$ cat src/rtl/core/record_key_exchange_sorter_top_macros.svh
`ifndef RECORD_KEY_EXCHANGE_SORTER_TOP_MACROS_SVH
`define RECORD_KEY_EXCHANGE_SORTER_TOP_MACROS_SVH

// Concurrent check on the rising clock edge, idle while reset is asserted.
`define RKES_ASSERT(lbl, prop, msg) \
    lbl: assert property (@(posedge clk) disable iff (!rst_n) prop) else $error(msg);

// Concurrent check that also holds while reset is asserted.
`define RKES_ASSERT_ALWAYS(lbl, prop, msg) \
    lbl: assert property (@(posedge clk) prop) else $error(msg);

`endif

$ cat src/rtl/core/rkes_pkg.sv
package rkes_pkg;

    localparam int MAX_ITEMS = 16;
    localparam int IDX_W     = $clog2(MAX_ITEMS);
    localparam int CNT_W     = $clog2(MAX_ITEMS + 1);

    localparam int KEY_W  = 7;
    localparam int TAG_W  = 8;
    localparam int DATA_W = ((KEY_W + TAG_W + 7) / 8) * 8;

    typedef struct packed {
        logic [TAG_W-1:0] tag;
        logic [KEY_W-1:0] key;
    } rec_t;

endpackage

$ cat src/rtl/core/record_key_exchange_sorter_top.sv
// Record sorter. Records (a 7-bit key and an 8-bit tag) arrive one per
// transaction on the slave side and are written into a 16-entry record
// memory. A record with tlast set, or the record that fills the memory,
// closes the set. The block then sorts the set in place with an exchange
// sort (for every i and every j, swap when key[i] < key[j]), which leaves
// the keys in ascending order, and sends the records out on the master side
// in that order with tlast on the final one. Records load at one per cycle
// while the slave side offers them. The sort holds record i in a register
// and streams the memory past it through the single read port; emitting
// reads each record from the memory and then moves it into the output
// register, as the read data of the memory is registered. No input is taken
// while a set is being sorted or emitted; the next set may start loading as
// soon as the last result sits in the output register.
`include "record_key_exchange_sorter_top_macros.svh"

module record_key_exchange_sorter_top
    import rkes_pkg::*;
(
    input  logic              clk,
    input  logic              rst_n,
    input  logic              s_axis_tvalid,
    output logic              s_axis_tready,
    input  logic [DATA_W-1:0] s_axis_tdata,   // [6:0] key_years, [14:7] record_tag, [15] zero
    input  logic              s_axis_tlast,   // last_item
    output logic              m_axis_tvalid,
    input  logic              m_axis_tready,
    output logic [DATA_W-1:0] m_axis_tdata,   // [6:0] out_key, [14:7] out_tag, [15] zero
    output logic              m_axis_tlast    // out_last
);

    // Sequencer states.
    localparam logic [2:0] ST_LOAD = 3'd0;  // collect records
    localparam logic [2:0] ST_RDA  = 3'd1;  // read record i
    localparam logic [2:0] ST_LDA  = 3'd2;  // capture record i, start inner sweep
    localparam logic [2:0] ST_CMP  = 3'd3;  // compare and exchange with record j
    localparam logic [2:0] ST_WBA  = 3'd4;  // write record i back
    localparam logic [2:0] ST_ERD  = 3'd5;  // read record k for output
    localparam logic [2:0] ST_EOUT = 3'd6;  // move record k into the output register

    logic [2:0]       state_reg, state_next;
    logic [CNT_W-1:0] fill_reg, fill_next;
    logic [IDX_W-1:0] a_reg, a_next;
    logic [IDX_W-1:0] b_reg, b_next;
    logic [IDX_W-1:0] k_reg, k_next;
    rec_t             cur_reg, cur_next;

    logic             out_valid_reg, out_valid_next;
    logic             out_last_reg, out_last_next;
    rec_t             out_rec_reg, out_rec_next;

    logic             ram_we;
    logic [IDX_W-1:0] ram_waddr;
    logic [IDX_W-1:0] ram_raddr;
    rec_t             ram_wdata;
    rec_t             ram_rdata;

    logic             in_fire;
    logic             out_fire;
    rec_t             in_rec;
    logic [CNT_W-1:0] fill_inc;
    logic [CNT_W-1:0] a_inc;
    logic [CNT_W-1:0] b_inc;
    logic [CNT_W-1:0] k_inc;

    rkes_ram #(
        .WIDTH ($bits(rec_t)),
        .DEPTH (MAX_ITEMS)
    ) u_ram (
        .clk   (clk),
        .we    (ram_we),
        .waddr (ram_waddr),
        .wdata (ram_wdata),
        .raddr (ram_raddr),
        .rdata (ram_rdata)
    );

    assign s_axis_tready = (state_reg == ST_LOAD);
    assign in_fire       = s_axis_tvalid && s_axis_tready;
    assign out_fire      = out_valid_reg && m_axis_tready;

    assign in_rec.key = s_axis_tdata[KEY_W-1:0];
    assign in_rec.tag = s_axis_tdata[KEY_W+TAG_W-1:KEY_W];

    assign fill_inc = fill_reg + CNT_W'(1);
    assign a_inc    = {1'b0, a_reg} + CNT_W'(1);
    assign b_inc    = {1'b0, b_reg} + CNT_W'(1);
    assign k_inc    = {1'b0, k_reg} + CNT_W'(1);

    always_comb
    begin
        state_next     = state_reg;
        fill_next      = fill_reg;
        a_next         = a_reg;
        b_next         = b_reg;
        k_next         = k_reg;
        cur_next       = cur_reg;
        out_rec_next   = out_rec_reg;
        out_last_next  = out_last_reg;
        out_valid_next = out_valid_reg && !m_axis_tready;
        ram_we         = 1'b0;
        ram_waddr      = fill_reg[IDX_W-1:0];
        ram_wdata      = in_rec;
        ram_raddr      = a_reg;

        unique case (state_reg)
            ST_LOAD:
            begin
                if (in_fire)
                begin
                    ram_we    = 1'b1;
                    fill_next = fill_inc;
                    if (s_axis_tlast || (fill_inc == CNT_W'(MAX_ITEMS)))
                    begin
                        a_next     = '0;
                        state_next = ST_RDA;
                    end
                end
            end
            ST_RDA:
            begin
                ram_raddr  = a_reg;
                state_next = ST_LDA;
            end
            ST_LDA:
            begin
                cur_next   = ram_rdata;
                ram_raddr  = '0;
                b_next     = '0;
                state_next = ST_CMP;
            end
            ST_CMP:
            begin
                // Record j never meets record i itself: equal keys never swap,
                // and the memory copy of record i is stale while it is held.
                if ((b_reg != a_reg) && (cur_reg.key < ram_rdata.key))
                begin
                    ram_we    = 1'b1;
                    ram_waddr = b_reg;
                    ram_wdata = cur_reg;
                    cur_next  = ram_rdata;
                end
                if (b_inc == fill_reg)
                begin
                    state_next = ST_WBA;
                end
                else
                begin
                    b_next    = b_inc[IDX_W-1:0];
                    ram_raddr = b_inc[IDX_W-1:0];
                end
            end
            ST_WBA:
            begin
                ram_we    = 1'b1;
                ram_waddr = a_reg;
                ram_wdata = cur_reg;
                if (a_inc == fill_reg)
                begin
                    k_next     = '0;
                    state_next = ST_ERD;
                end
                else
                begin
                    a_next     = a_inc[IDX_W-1:0];
                    ram_raddr  = a_inc[IDX_W-1:0];
                    state_next = ST_LDA;
                end
            end
            ST_ERD:
            begin
                ram_raddr = k_reg;
                if (!out_valid_reg || out_fire)
                begin
                    state_next = ST_EOUT;
                end
            end
            ST_EOUT:
            begin
                out_rec_next   = ram_rdata;
                out_valid_next = 1'b1;
                out_last_next  = (k_inc == fill_reg);
                if (k_inc == fill_reg)
                begin
                    fill_next  = '0;
                    state_next = ST_LOAD;
                end
                else
                begin
                    k_next     = k_inc[IDX_W-1:0];
                    state_next = ST_ERD;
                end
            end
            default:
            begin
                state_next = ST_LOAD;
            end
        endcase
    end

    always_ff @(posedge clk or negedge rst_n)
    begin
        if (!rst_n)
        begin
            state_reg     <= ST_LOAD;
            fill_reg      <= '0;
            a_reg         <= '0;
            b_reg         <= '0;
            k_reg         <= '0;
            out_valid_reg <= 1'b0;
        end
        else
        begin
            state_reg     <= state_next;
            fill_reg      <= fill_next;
            a_reg         <= a_next;
            b_reg         <= b_next;
            k_reg         <= k_next;
            out_valid_reg <= out_valid_next;
        end
    end

    always_ff @(posedge clk)
    begin
        cur_reg      <= cur_next;
        out_rec_reg  <= out_rec_next;
        out_last_reg <= out_last_next;
    end

    assign m_axis_tvalid = out_valid_reg;
    assign m_axis_tdata  = DATA_W'(out_rec_reg);
    assign m_axis_tlast  = out_last_reg;

    // The output register is only refilled once its previous result has left.
    `RKES_ASSERT(a_out_no_overwrite, (state_reg == ST_EOUT) |-> !out_valid_reg, "output register overwritten while holding a result")

    // A record is never written past the end of the memory.
    `RKES_ASSERT(a_fill_in_range, in_fire |-> (fill_reg < CNT_W'(MAX_ITEMS)), "record accepted with a full memory")

    // After record i is written back, the sweep either moves on or emits.
    `RKES_ASSERT(a_wba_next, (state_reg == ST_WBA) |=> ((state_reg == ST_LDA) || (state_reg == ST_ERD)), "bad state after write-back")

endmodule

$ cat src/rtl/core/rkes_ram.sv
// Simple dual-port memory: one write port, one read port, registered read data.
module rkes_ram #(
    parameter int WIDTH = 15,
    parameter int DEPTH = 16
) (
    input  logic                     clk,
    input  logic                     we,
    input  logic [$clog2(DEPTH)-1:0] waddr,
    input  logic [WIDTH-1:0]         wdata,
    input  logic [$clog2(DEPTH)-1:0] raddr,
    output logic [WIDTH-1:0]         rdata
);

    logic [WIDTH-1:0] mem [DEPTH];

    always_ff @(posedge clk)
    begin
        if (we)
        begin
            mem[waddr] <= wdata;
        end
        rdata <= mem[raddr];
    end

endmodule

$ cat config.mk
export PLATFORM = sky130hd
export DESIGN_NAME = record_key_exchange_sorter_top
export DESIGN_NICKNAME = d
export VERILOG_FILES = /design/src/rtl/core/rkes_pkg.sv /design/src/rtl/core/record_key_exchange_sorter_top.sv /design/src/rtl/core/rkes_ram.sv
export VERILOG_INCLUDE_DIRS = /design/src /design/src/rtl/core
export SDC_FILE = /design/constraint.sdc
export NUM_CORES = 1
export LEC_CHECK = 0
export ABC_AREA = 0
export BUFFER_PORTS_ARGS = -buffer_cell sky130_fd_sc_hd__buf_2
export CORE_UTILIZATION = 62
export DETAILED_ROUTE_END_ITERATION = 6
export GPL_ROUTABILITY_DRIVEN = 0
export PLACE_DENSITY = 0.79
export SLEW_MARGIN = 40
export SYNTH_ARGS = -nofsm -noshare
export SYNTH_HDL_FRONTEND = slang
export SYNTH_SLANG_ARGS = --single-unit
$ cat constraint.sdc
create_clock -name clk -period 13.7 [get_ports clk]
set_input_delay 0 -clock clk [delete_from_list [all_inputs] [get_ports clk]]
set_output_delay 0 -clock clk [all_outputs]
set_load 0.02 [all_outputs]
After elaboration in Yosys (flattened, before gate mapping)
Memory sizes are Yosys's and may differ from the RTL's. A register that Yosys moved wholly into a read port is not among the register bits.
Cells that the tools add are included.
{"block": "op_classes", "eq_ne": 20, "n_lt_le_gt_ge": 1, "n_addsub": 4, "n_reduce_logical": 19, "muxes": 33}
{"operator": "$pmux W15 S2", "n": 2}
{"operator": "$mux W4", "n": 8}
{"operator": "$pmux W4 S2", "n": 4}
{"operator": "$mux W15", "n": 2}
{"operator": "$pmux W3 S7", "n": 1}
{"operator": "$mux W3", "n": 6}
{"operator": "$pmux W4 S4", "n": 1}
{"operator": "$add A4 B1 Y5 const B", "n": 3}
{"operator": "$eq A5 B5 Y1", "n": 3}
{"operator": "$ne A2 B2 Y1 const B", "n": 7}
{"operator": "$mux W5", "n": 2}
{"operator": "$pmux W5 S2", "n": 1}
{"operator": "$eq A3 B3 Y1 const B", "n": 3}
{"operator": "$reduce_and A3 Y1", "n": 3}
{"operator": "$reduce_bool A2 Y1", "n": 4}
{"operator": "$lt A7 B7 Y1", "n": 1}
{"operator": "$eq A3 B2 Y1 const B", "n": 2}
{"operator": "$add A5 B1 Y5 const B", "n": 1}
{"operator": "$eq A5 B5 Y1 const B", "n": 1}
{"operator": "$mux W1", "n": 5}
{"operator": "$logic_and A1 B1 Y1", "n": 4}
{"operator": "$ne A2 B1 Y1 const B", "n": 2}
{"operator": "$ne A4 B4 Y1", "n": 1}
{"operator": "$reduce_and A2 Y1", "n": 2}
{"operator": "other kinds (6)", "n": 8}
{"block": "totals", "memories": 1, "input_bits": 21, "ff_bits": 52, "elab_cells": 89, "ram_bits": 240, "out_inout_bits": 19}
{"name": "u_ram.mem", "depth": 16, "width": 15, "read_ports": 1, "rd_clocked_by_memory_dff": 1, "write_ports": 1, "line": "rkes_ram.sv:14", "text": "logic [WIDTH-1:0] mem [DEPTH];"}

Depth between registers and ports, before layout
{"block": "depth", "depth_word": 6, "mapped_depth": 14, "mapped_depth_nobuf": 10}

Hierarchy
A second synthesis with hierarchy kept.
{"block": "hier_totals", "hier_cells": 701, "hier_area_um2": 12563.3}
{"mod": "rkes_ram", "area_per_inst_um2": 9446.6, "seq_area_each_um2": 7507.2, "instances": 1, "cells_each": 406}
{"mod": "record_key_exchange_sorter_top", "area_per_inst_um2": 3116.7, "seq_area_each_um2": 1456.4, "instances": 1, "cells_each": 295}

Least setup slack after synthesis
OpenSTA, ideal clock, no wires.
{"block": "synth_path", "path_type": "reg-to-reg", "start": "reg cur_reg[1] (netlist bit)", "end": "mem u_ram.mem[0][0], enable pin", "path_stages_with_launch": 11, "setup_slack_ps": 9382, "period_less_slack_ps": 4318, "setup_time_ps": 426, "path_buffers": 1, "arrival_ps": 3893, "required_time_ps": 13274, "path_cell_list": "edfxtp_1 -> ha_1 -> a21o_1 -> a21o_1 -> a21o_1 -> a21o_1 -> a21o_1 -> a21bo_1 -> clkbuf_1 -> a311o_1 -> nor4_1"}
{"block": "synth_via", "elab_chain_len": 6, "word_cells_on_any_way": 8, "cone_classes": "1 x order compare; 6 x mux; 1 x reduce/logical"}
{"element": "from (decl)", "line": "record_key_exchange_sorter_top.sv:45", "text": "rec_t cur_reg, cur_next;"}
{"element": "from (signal assigned)", "line": "record_key_exchange_sorter_top.sv:224", "text": "cur_reg <= cur_next;"}
{"element": "$lt A7 B7 Y1 (*)", "line": "record_key_exchange_sorter_top.sv:135", "text": "if ((b_reg != a_reg) && (cur_reg.key < ram_rdata.key))"}
{"element": "$logic_and A1 B1 Y1 (*)", "line": "record_key_exchange_sorter_top.sv:135"}
{"element": "$mux W1", "line": "record_key_exchange_sorter_top.sv:135"}
{"element": "$pmux W1 S3", "line": "record_key_exchange_sorter_top.sv:105", "text": "unique case (state_reg)"}
{"element": "$mux W1", "line": "rkes_ram.sv:18", "text": "if (we)"}
{"element": "$mux W1 (implied by the code)", "line": "rkes_ram.sv:20", "text": "mem[waddr] <= wdata;"}
{"element": "to (decl)", "line": "rkes_ram.sv:14"}
Mark *: on every way between the ends. The rest lies on a longest branch, timed or not.

Worst setup path in the final report
{"block": "layout_path", "start": "reg b_reg[0]", "end": "reg u_ram.rdata[12] (read register of u_ram.mem)"}
{"block": "layout_via", "elab_chain_len": 4}
{"element": "from (decl)", "line": "record_key_exchange_sorter_top.sv:43", "text": "logic [IDX_W-1:0] b_reg, b_next;"}
{"element": "from (signal assigned)", "line": "record_key_exchange_sorter_top.sv:216", "text": "b_reg <= b_next;"}
{"element": "$add A4 B1 Y5 (*)", "line": "record_key_exchange_sorter_top.sv:86", "text": "assign b_inc = {1'b0, b_reg} + CNT_W'(1);"}
{"element": "$eq A5 B5 Y1", "line": "record_key_exchange_sorter_top.sv:142", "text": "if (b_inc == fill_reg)"}
{"element": "$mux W4 (*)", "line": "record_key_exchange_sorter_top.sv:142"}
{"element": "$pmux W4 S4 (*)", "line": "record_key_exchange_sorter_top.sv:105"}
{"element": "to (decl)", "line": "rkes_ram.sv:11", "text": "output logic [WIDTH-1:0] rdata"}
Marked as above.
A chain may end at the register's enable or synchronous reset.

==> flow_summary.yaml <==
synthesis:
  synth-async-reset-ratio: 0.06840
  netlist_area_um2: 12840
  synth_top_area_cell: "edfxtp_1"
  syn-num-nets: 852
  synth_top_area_frac: 0.6339
  avgSynthCellArea_um2: 15.64
  yosysUniqueCellTypes: 66
  synth_edf_count: 271
  ys_seq_area_frac: 0.6982
  synth_area_leaders: "edfxtp_1 (63%), mux2i_1 (7.2%), dfrtp_1 (4.1%)"
  synth_flop_cell: "edfxtp_1"
  synthCells: 821
  yosys_register_bits: 307
  yosys_warnings: 0
die:
  die_y_um: 145.9
  pin_count: 40
  die-area_um2: 21290
  core_region_area_um2: 20300
  start_util: 0.6325
  std_cell_rows: 52
  die_w_um: 145.9
drt:
  vias_per_cell: 6.437
  route.vias.total: 7538
  ant_nets: 0
  wirelength_um: 27600
  drt_iter0_drc: 725
  drc: 0
  drt-wirelength-per-cell_um: 23.57
  drt_pass1_iterations: 5
setup_path:
  worstPathArrival_ns: 5.24
  crit_path_max_fanout: 44
  rr_startpoint: "b_reg[0]"
  crit_chain: "ha_1 -> xor2_1 -> o32a_1 -> a211oi_4 -> mux2_4 -> nand4_4 -> buf_4 -> mux2i_1 -> o22ai_1 -> a2111oi_1 -> nand3_1"
  cp-end-kind: "register"
  crit_required_ns: 14.09
  crit_type: "reg2reg"
  cpMaxStageDelayCell: "a2111oi_1"
  timing.rr.end: "u_ram.rdata[12]"
  critPathMaxStageDelay_ns: 0.76
  rr_worst_depth: 11
  r2r_slack_ns: 8.85
  worstSetupStartpointType: "register"
clock_tree:
  cts_tree: "built"
  htreeDepth: 1
  clock-sinks: 307
  cts_resized: 0
  clkTransAtPathRegs_ns: 0.06
  clk_path_buf_depth: 3
  cts_hold_buf: 7
  numCtsBuffers: 30
  clockRootBuffer: "clkbuf_16"
  clock_latency_ns: 0.58
  cts_setup_buffers: 0
worst_hold_path:
  min_path_type: "in2reg"
  hold_end: "u_ram.mem[9][9]"
  hold_depth: 2
  min_from: "s_axis_tdata[9]"
run:
  timing.max_cap.violations: 0
power_and_ir_drop:
  p_leak_uw: 0.005299
  powerDensity_nw_per_um2: 125.0
  peakVddDrop_mv: 0.1199
sta:
  fin_crit_ns: 4.847
  clock-skew-final_ns: 0.01955
  fin_tns_setup_ns: 0
  rsz0062_at_grt: "false"
  finalCritPeriodShare: 0.3538
  hold_viol_final: 0
  finalSetupViolCount: 0
  max_slew_margin: 0.4461
  drv_slew: 0
  timing.fmax_ghz: 0.2063
  tightest_slew_ns: 0.8286
cells_and_area:
  final_cell_mix: "edfxtp_1 (271), mux2i_1 (92), nand2_1 (40), buf_2 (38), clkbuf_16 (30)"
  diodes: 0
  stdcell_count: 1171
  fillers: 1295
  nNetsFinal: 911
  syn2layout_area_growth_pct: 12.84
  top_register: "u_ram.mem"
  layout-drive-gt1-share: 0.1920
  largest_register_ffs: 240
  layout_commonest_cell: "edfxtp_1"
placement:
  place_inst: 1111
  hpwl_um: 17070
  io_buffers: 37
grt:
  grt_util_all_layers: 0.2626
  gr-total-overflow: 0
  grt_max_degree: 45
  antenna_found_initial: 0
  grt_pass1_wl_um: 41900
  grt_pass1_vias: 7439
outcome:
  status: "finished clean"
==> cells in the mapped netlist (3+ instances only) <==
cell type and count:
a2111oi_2 13, a211o_1 3, a211oi_1 3, a21o_1 9, a21oi_1 8, a22o_1 4, a22oi_1 16, a311o_1 3
a311oi_1 4, and2_1 4, and3_1 4, buf_2 21, buf_4 5, buf_6 4, clkbuf_1 13, dfrtp_1 21
dfxtp_1 15, edfxtp_1 271, ha_1 10, inv_1 12, mux2_2 21, mux2i_1 92, nand2_1 41, nand2b_1 8
nand3_1 29, nor2_1 24, nor2b_1 23, nor3_1 8, nor4_1 17, o211ai_1 3, o21ai_0 18, o221a_1 13
o22ai_1 17, xnor2_1 13, xor2_1 11
==> worst max-delay path by stage <==
stage	start	to	slack, ns	cells past startpoint
floorplan	cur_reg[1]	u_ram.mem[0][0]	9.38	10
global placement	a_reg[0]	u_ram.rdata[12]	8.80	11
detailed placement	a_reg[0]	u_ram.rdata[12]	8.90	11
CTS	b_reg[0]	u_ram.rdata[12]	8.92	11
global route	b_reg[0]	u_ram.rdata[12]	8.72	11
finish	b_reg[0]	u_ram.rdata[12]	8.85	11
==> critical path: cells and delay by family, from the launching register on <==
family,cells,cell delay (ns)
adder cells (fa/ha/maj),1,0.37
AO/OA/AOI/OAI,4,1.68
multiplexers,2,0.62
XOR/XNOR,1,0.18
AND/OR/NAND/NOR,2,0.62
buffers and inverters,1,0.70
flip-flops,1,0.48
==> metal layers <==
layer	up-vias	GRT usage	share of wire
met1	3771	0.3467	0.39
li1	3327	-	-
met2	372	0.4431	0.50
met5	-	0	0
met3	68	0.03981	0.082
met4	0	0.1000	0.033
==> logic make-up after synthesis <==
kind of cell               Yosys count  share of synthesized area
adders and majority gates           10                   0.009746
AOI/OAI and AO/OA                  133                    0.08917
xor gates and xnor gates            24                    0.01637
buffers and inverters               57                    0.02251
and+or+nand+nor                    175                    0.07241
DFF                                307                     0.6982
other                                1                  0.0002921
muxes                              114                    0.09132
==> layout make-up <==
| type | instances | area, um2 | share of cell area |
|---|---|---|---|
| sequential | 307 | 8964 | 0.6187 |
| multi-input combinational | 457 | 3729 | 0.2574 |
| clock buffer | 42 | 825.8 | 0.05700 |
| timing repair buffer | 70 | 449.2 | 0.03100 |
| tap | 270 | 337.8 | 0.02332 |
| clock inverter | 11 | 130.1 | 0.008982 |
| inverter | 14 | 52.55 | 0.003627 |
==> power breakdown <==
part	internal (uW)	switching, uW	leakage (uW)
combinational	4.15	7.52	0.00198
clock	457	333	0.000456
sequential	1010	0.141	0.00286
total	1470	341	0.00530
==> metrics by stage <==
stage | instance area (um2) | setup slack, ns | hold slack [ns] | utilization | power, uW
finish | 14490 | 8.853 | 0.01906 | 0.7137 | 1811
global route | 14490 | 8.721 | 0.02889 | 0.7137 | 1856
floorplan | 12840 | 9.382 | -0.2956 | - | 1033
detailed placement | 13450 | 8.903 | -0.001408 | 0.6625 | 1039
global placement | 13430 | 8.801 | -0.01579 | 0.6614 | 1038
CTS | 14480 | 8.916 | 0.01007 | 0.7131 | 1820
Note: power is estimated with default switching activity, not from simulation.
